File: src/dpsc_pkg.sv
// Package: shared constants, types and command/status structs for the prime sum counter.
package dpsc_pkg;
    localparam int MAX_SUM_DEF    = 1023;
    localparam int MAX_PRIMES_DEF = 256;
    localparam int MAX_TERMS_DEF  = 15;

    localparam int SUM_W   = 10;
    localparam int TERM_W  = 4;
    localparam int COUNT_W = 32;
    localparam int STAT_W  = 2;

    localparam logic [STAT_W-1:0] ST_OK   = 2'd0;
    localparam logic [STAT_W-1:0] ST_ZERO = 2'd1;
    localparam logic [STAT_W-1:0] ST_SAT  = 2'd2;

    typedef struct packed {
        logic clear;      // write one table entry at the sweep counter: one at entry 0, zero elsewhere
        logic clr_start;  // reset sweep counter
        logic sieve_start;
        logic sieve_step;
        logic build_start;
        logic build_step;
        logic query;
    } t_cmd;

    typedef struct packed {
        logic clr_done;
        logic sieve_done;
        logic build_done;
    } t_stat;
endpackage

File: src/dpsc_ctrl.sv
// Controller: one-shot table build sequencing and query handshake.
module dpsc_ctrl (
    input  logic             i_clk,
    input  logic             i_rst_n,
    input  logic             i_valid,
    output logic             o_ready,
    output logic             o_valid,
    input  logic             i_ready,
    output dpsc_pkg::t_cmd   o_cmd,
    input  dpsc_pkg::t_stat  i_stat
);
    import dpsc_pkg::*;

    typedef enum logic [5:0] {
        S_IDLE  = 6'b000001,
        S_CLR   = 6'b000010,
        S_SIEVE = 6'b000100,
        S_BUILD = 6'b001000,
        S_READ  = 6'b010000,
        S_OUT   = 6'b100000
    } t_state;

    t_state r_state, n_state;
    logic   r_ready_tbl, n_ready_tbl;

    assign o_ready = (r_state == S_IDLE) && r_ready_tbl;
    assign o_valid = (r_state == S_OUT);

    always_comb begin
        n_state     = r_state;
        n_ready_tbl = r_ready_tbl;
        o_cmd       = '0;
        unique case (r_state)
            S_IDLE: begin
                if (!r_ready_tbl) begin
                    if (i_valid) begin
                        o_cmd.clr_start = 1'b1;
                        n_state = S_CLR;
                    end
                end else if (i_valid) begin
                    o_cmd.query = 1'b1;
                    n_state = S_READ;
                end
            end
            S_CLR: begin
                o_cmd.clear = 1'b1;
                if (i_stat.clr_done) begin
                    o_cmd.sieve_start = 1'b1;
                    n_state = S_SIEVE;
                end
            end
            S_SIEVE: begin
                o_cmd.sieve_step = 1'b1;
                if (i_stat.sieve_done) begin
                    o_cmd.sieve_step  = 1'b0;
                    o_cmd.build_start = 1'b1;
                    n_state = S_BUILD;
                end
            end
            S_BUILD: begin
                o_cmd.build_step = 1'b1;
                if (i_stat.build_done) begin
                    n_ready_tbl = 1'b1;
                    n_state = S_IDLE;
                end
            end
            S_READ: n_state = S_OUT;
            S_OUT: begin
                if (i_ready) n_state = S_IDLE;
            end
            default: n_state = S_IDLE;
        endcase
    end

    always_ff @(posedge i_clk) begin
        if (!i_rst_n) begin
            r_state     <= S_IDLE;
            r_ready_tbl <= 1'b0;
        end else begin
            r_state     <= n_state;
            r_ready_tbl <= n_ready_tbl;
        end
    end
endmodule

File: config.mk
export PLATFORM = sky130hd
export DESIGN_NAME = dpsc_ctrl
export DESIGN_NICKNAME = d
export VERILOG_FILES = /design/src/dpsc_pkg.sv /design/src/dpsc_ctrl.sv
export SDC_FILE = /design/constraint.sdc
export NUM_CORES = 1
export LEC_CHECK = 0
export ABC_AREA = 1
export ABC_CLOCK_PERIOD_IN_PS = 1000
export BUFFER_PORTS_ARGS = -buffer_cell sky130_fd_sc_hd__buf_2
export CAP_MARGIN = 20
export CORE_AREA = 2 2 39 41
export CTS_BUF_LIST = sky130_fd_sc_hd__clkbuf_8
export DETAILED_ROUTE_END_ITERATION = 6
export DIE_AREA = 0 0 41 43
export GPL_TIMING_DRIVEN = 1
export SLEW_MARGIN = 25
export SYNTH_ARGS = -nofsm -noshare
export SYNTH_HDL_FRONTEND = slang
export SYNTH_SLANG_ARGS = --single-unit
File: constraint.sdc
create_clock -name i_clk -period 1 [get_ports i_clk]
set_input_delay 0.2 -clock i_clk [delete_from_list [all_inputs] [get_ports i_clk]]
set_output_delay 0.2 -clock i_clk [all_outputs]
set_load 0.03 [all_outputs]
==> results of run 1 <==
[final timing paths]
| kind | to | startpoint | slack [ns] | cells after the start |
|---|---|---|---|---|
| hold reg to reg | r_state[5]$_SDFFE_PN0P_ | r_state[5]$_SDFFE_PN0P_ | 0.66 | 3 |
| hold / removal | r_state[3]$_SDFFE_PN0P_ | i_rst_n | 0.21 | 3 |
| setup / recovery | o_cmd[4] | r_state[5]$_SDFFE_PN0P_ | -0.51 | 7 |
| setup reg to reg | r_state[3]$_SDFFE_PN0P_ | r_state[0]$_SDFFE_PN1P_ | -0.42 | 10 |
[layout make-up]
type,instances,area [sq um],share of cell area [%]
Clock buffer,3,41.3,3.77
Inverter,17,68.8,6.28
Tap cell,16,20.0,1.83
Timing Repair Buffer,50,420,38.4
Clock inverter,1,3.75,0.342
Sequential cell,7,153,13.9
Multi-Input combinational cell,45,389,35.5
[flip-flops by register name, indices dropped and copies added (netlist names)]
register     cells
r_state          6
r_ready_tbl      1
[stage by stage]
step                hold slack (ns)  utilization, %
global placement              0.431            54.1
detailed placement            0.435            54.1
CTS                           0.202            70.5
finish                        0.207            79.2
global route                  0.211            79.2
floorplan                     0.313               -
[cells in the final DEF, fill, tap and decap left out]
master    instances
nand2_1           5
buf_6            16
nor3_4            3
inv_2             5
buf_4            28
nand2_4           1
inv_1            11
a21oi_2           4
clkbuf_8          3
nor2_4            4
buf_2             6
nor2_1            7
dfxtp_2           4
inv_4             2
nand3_4           1
nand2_2           6
nand3_2           1
nor4_4            2
nor3_2            1
nand2_8           1
a21oi_1           1
nand4_4           1
nand4_1           3
nand3_1           1
nor3_1            2
dfxtp_1           1
nor2_2            1
dfxtp_4           2
[cells by family (layout without fill, tap and decap cells)]
group                  after synthesis  count (layout)  share of synthesized area [%]
AO/OA/AOI/OAI                        5               5                           5.51
AND/OR/NAND/NOR                     40              40                           49.6
flip-flops                           7               7                           30.9
buffers and inverters               17              71                           14.0
[report_power, final]
part | internal [uW] | switching, uW | leakage [uW]
Combinational | 402 | 410 | 0.000451
Sequential | 312 | 28.7 | 0.0000598
Clock | 265 | 121 | 0.0000269
Total | 979 | 560 | 0.000538
[tightest hold or removal path, stage by stage]
cell	delay [ns]
buf_2	0.11
nand2_1	0.06
nor2_1	0.03
[timing repair]
action                                  4_1_cts  5_1_grt
hold buffers                                  0        0
resized for setup                            30       23
buffers inserted                             10        5
pin swaps                                     6        5
endpoints found under the setup margin       15       16
[per-layer routing]
metal | vias to the layer above | wire (microns) | share of wire, % | global-route usage, %
met1 | 310 | 638 | 33 | 22.5
met3 | 9 | 74 | 3.9 | 3.66
met2 | 19 | 1120 | 58 | 36.9
met4 | 0 | 85 | 4.4 | 16.7
met5 | - | 0 | 0 | 0
li1 | 329 | - | - | -
==> metrics, run 1 <==
outcome=finished with violations; failing checks=negative setup slack; cell count after synthesis=around 70; DRC=0; Pwr Total=~1500 uW; Synth area leader=dfxtp_1; worst path required time=about 0.8 ns; final setup vio count=16; initial core utilization=about 33%; detailed router's first-iteration violation count=2; syn_area_per_cell=roughly 6.6 sq um; CTS buffer count=3; CP Class=flip-flop to primary output; Clock transition at path regs=about 0.040 ns; Post-DP HPWL=~1000 microns; Setup crit end kind=primary output; initial antenna violation count=0; post-route ant nets=0; worst slew pin tran=0.328 ns; RSZ-0062 raised after global routing=yes; min setup slack post-route=-0.510 ns; CTS H-tree lvls=1; worst hold path type=input port to flip-flop; commonest cells in the netlist=inv_1, nand2_1, nor2_1; Die Wd=approximately 41 microns; worst-path maximum fanout=3; largest stage delay on the critical path=between 0.3 and 0.4 ns; Clock Path Buffers=2; post-DR vias/cell=4.80; placer congestion estimate=a little over 0.7; register area share after synthesis=~31%; number of global-route vias before repair=around 620; clk_lat worst skew=between 0.2 and 0.25 ns; Die Footprint=1760 sq um; Final #Nets=around 130; top cells by area, synth=dfxtp_1, inv_1, nand2_1; dpl cell area=748 sq um; Hold Violations, Final=0; TritonRoute pass-1 iters=2; dominant synthesized flop cell=dfxtp_1; total number of vias=approximately 670; clock sink total=7; Yosys top cell area share=a little under a third; pre-CTS setup slack=-0.348 ns; Max Cap Viol=0; Static Leak=between 0.0005 and 0.0006 uW; #FFs+latches synth=7; GRT overflow=0; CP delay by family, top=simple AND/OR/NAND/NOR gates; yosys warns=0; GRT Util Overall=approximately 22%; Async S/R FF share, synth=0%; fmax=approximately 660 MHz; syn nets=76; Tmin final=between 1.5 and 2 ns; TritonCTS clock tree=yes; Netlist cell types=16; Final Skew=between 0.002 and 0.003 ns; CTS Root Cell=clkbuf_8; final WL=around 1900 microns; most frequent cell after synthesis=inv_1; Routed WL per cell=13.8 microns; Top Ports=16; layout cell share with drive strength beyond 1=approximately 75%; I/O Buffers=15; antenna fix cells=0; period utilization=151%; fill count=91; CP Data Arrival Time=about 1.3 ns; non-filler cells, final=139; worst vdd ir=approximately 1.1 mV; Max Transition Viols Final=0; worst path bufs/invs=3; Cells after DPL=121; largest net degree at the start of global routing=7; setup TNS=-6.28 ns; FP Rows=14; area of all placed cells without fillers=1100 sq um; first-pass GRT wire length=between 2000 and 2500 microns; layout overhead on the synthesized area=141%; core area=between 1000 and 1500 sq um; CP Launch Type=flip-flop; die height=43 microns; Slowest-stage cell, CP=dfxtp_2; CP Cell Sequence=nor2_4 > buf_6 > nand2_2 > nor3_4 > nand2_2 > inv_2 > buf_6; number of synthesized flops with an enable pin=0; Power Density=roughly 1400 nW/um^2; Worst slew margin=78.1%; synthesized cell area=454 sq um
Power figures use the tool's default switching activity.
==> inputs of run 2 (changes only) <==
--- a/config.mk
+++ b/config.mk
@@ -16,2 +16,3 @@
 export GPL_TIMING_DRIVEN = 1
+export SKIP_CTS_REPAIR_TIMING = 1
 export SLEW_MARGIN = 25
==> constraint.sdc (replaced) <==
create_clock -name i_clk -period 1 [get_ports i_clk]
set_input_delay 0.05 -clock i_clk [delete_from_list [all_inputs] [get_ports i_clk]]
set_output_delay 0.05 -clock i_clk [all_outputs]
set_load 0.03 [all_outputs]
==> run 2 against run 1 <==
Net effect: the flow still finishes with violations (negative setup slack); worst setup slack improved by 0.14 ns; utilization fell by 14 points; cell count fell by 12%; clock power rose by 1%; combinational power fell by 27%; register-to-register slack improved by 0.17 ns; sequential share of layout area increased by 2.6 points; critical endpoint is now o_cmd[0]; largest power group unchanged.
==> metrics, run 2 (synthesized netlist as in run 1, its figures left out) <==
TritonCTS clock tree=yes; RSZ-0062 raised after global routing=yes; TritonRoute pass-1 iters=1 (-1); DRC=0 (unchanged); number of global-route vias before repair=487 (-22%); Tmin final=1.37 ns (-0.140 ns); worst path required time=0.95 ns (+0.15 ns); Final #Nets=114 (-13%); dpl cell area=721 sq um (-3.7%); outcome=finished with violations; total number of vias=540 (-19%); biggest registers after layout=r_state: 6 flops, r_ready_tbl: 1 flops; Top Ports=16 (unchanged); Setup crit end kind=primary output; worst-path maximum fanout=4 (+1); GRT overflow=0 (unchanged); most frequent cells in the layout=buf_4, inv_1, buf_6; Post-DP HPWL=1040 microns (+1.2%); Die Wd=41 microns (unchanged); worst vdd ir=0.794 mV (-25%); clock sink total=7 (unchanged); Max Cap Viol=0 (unchanged); fill count=125 (+37%); Hold Violations, Final=0 (unchanged); Reg area=149 sq um (-2.5%); period utilization=137% (-14 points); antenna fix cells=0 (unchanged); area occupied by multi-input gates=350 sq um (-10%); Routed WL per cell=10.9 microns (-21%); setup TNS=-3.79 ns (+2.49 ns); core area=1380 sq um (unchanged); CTS H-tree lvls=1 (unchanged); Most Used Layer, Global Route=met2; worst slew pin tran=0.286 ns (-0.0414 ns); non-filler cells, final=122 (-12%); initial core utilization=32.8% (unchanged); final setup vio count=16 (unchanged); failing checks=negative setup slack; leading cell type in the layout, fill and taps excluded=buf_4; CTS Root Cell=clkbuf_8; GRT Util Overall=15.5% (-6.6 points); final WL=1320 microns (-31%); Largest Register=r_state; detailed router's first-iteration violation count=0 (-2); Static Leak=0.000440 uW (-18%); Max Transition Viols Final=0 (unchanged); Final Skew=0.00207 ns (-0.000804 ns); clk_lat worst skew=0.23 ns (about the same); Worst slew margin=80.8% (+2.6 points); CP Launch Type=flip-flop; Power Density=1480 nW/um^2 (+5.5%); max reg flops=6 (unchanged); layout overhead on the synthesized area=97.8%; post-DR vias/cell=4.43 (-7.8%); met3 usage=2.09% (-1.6 points); I/O Buffers=15 (unchanged); FP Rows=14 (unchanged); fmax=730 MHz (+10%); min setup slack post-route=-0.369 ns (+0.140 ns); met1 Use GR=17.6% (-5.0 points); layout cell share with drive strength beyond 1=63.2% (-12 points); largest net degree at the start of global routing=7 (unchanged); Die Footprint=1760 sq um (unchanged); pre-CTS setup slack=-0.219 ns (+0.129 ns); CP Data Arrival Time=1.32 ns (about the same); met2 usage=24.4% (-13 points); die height=43 microns (unchanged); Clock Path Buffers=2 (unchanged); placer congestion estimate=0.758 (+5.0%); Pwr Total=1330 uW (-14%); CP Class=flip-flop to primary output; Clock transition at path regs=0.04 ns (about the same); Cells after DPL=114 (-5.8%); post-route ant nets=0 (unchanged); initial antenna violation count=0 (unchanged); CTS buffer count=3 (unchanged); worst hold path type=input port to flip-flop; area of all placed cells without fillers=898 sq um (-18%); first-pass GRT wire length=1810 microns (-27%)
run 2: power by group:
group / internal, uW / switching, uW
registers: 309 / 38.5
clock network: 266 / 126
logic: 272 / 320
total: 847 / 484
run 2: final timing paths:
path | start | endpoint | slack (ns) | cells past startpoint
worst min register to register | r_ready_tbl$_SDFFE_PN0P_ | r_state[4]$_SDFFE_PN0P_ | 0.60 | 2
worst max-delay path | r_state[2]$_SDFFE_PN0P_ | o_cmd[0] | -0.37 | 5
worst min-delay path | i_rst_n | r_state[3]$_SDFFE_PN0P_ | 0.06 | 3
worst max register to register | r_state[4]$_SDFFE_PN0P_ | r_state[3]$_SDFFE_PN0P_ | -0.25 | 9
run 2: layout make-up:
cell class | count | share of cell area (%)
inverters | 17 | 7.10
repair buffers | 33 | 30.1
multi-input cells | 45 | 39.0
clock buffers | 3 | 4.60
well taps | 16 | 2.23
flip-flops and latches | 7 | 16.6
clock inverters | 1 | 0.418
run 2: critical path, cell delays in order (launching register included):
cell	delay (ns)
dfxtp_4	0.35
nor2_4	0.18
nand4_4	0.14
buf_6	0.16
nor3_4	0.11
buf_6	0.15
run 2: per-layer routing:
layer	vias up	share of wire, %
li1	292	-
met1	232	41
met2	13	51
met3	3	4.8
met4	0	2.2
met5	-	0
run 2: stage by stage:
stage	util [%]	hold WS [ns]
2_1_floorplan	-	0.163
3_3_place_gp	52.1	0.280
3_5_place_dp	52.1	0.292
4_1_cts	55.3	0.0592
5_1_grt	64.9	0.0734
6_report	64.9	0.0568
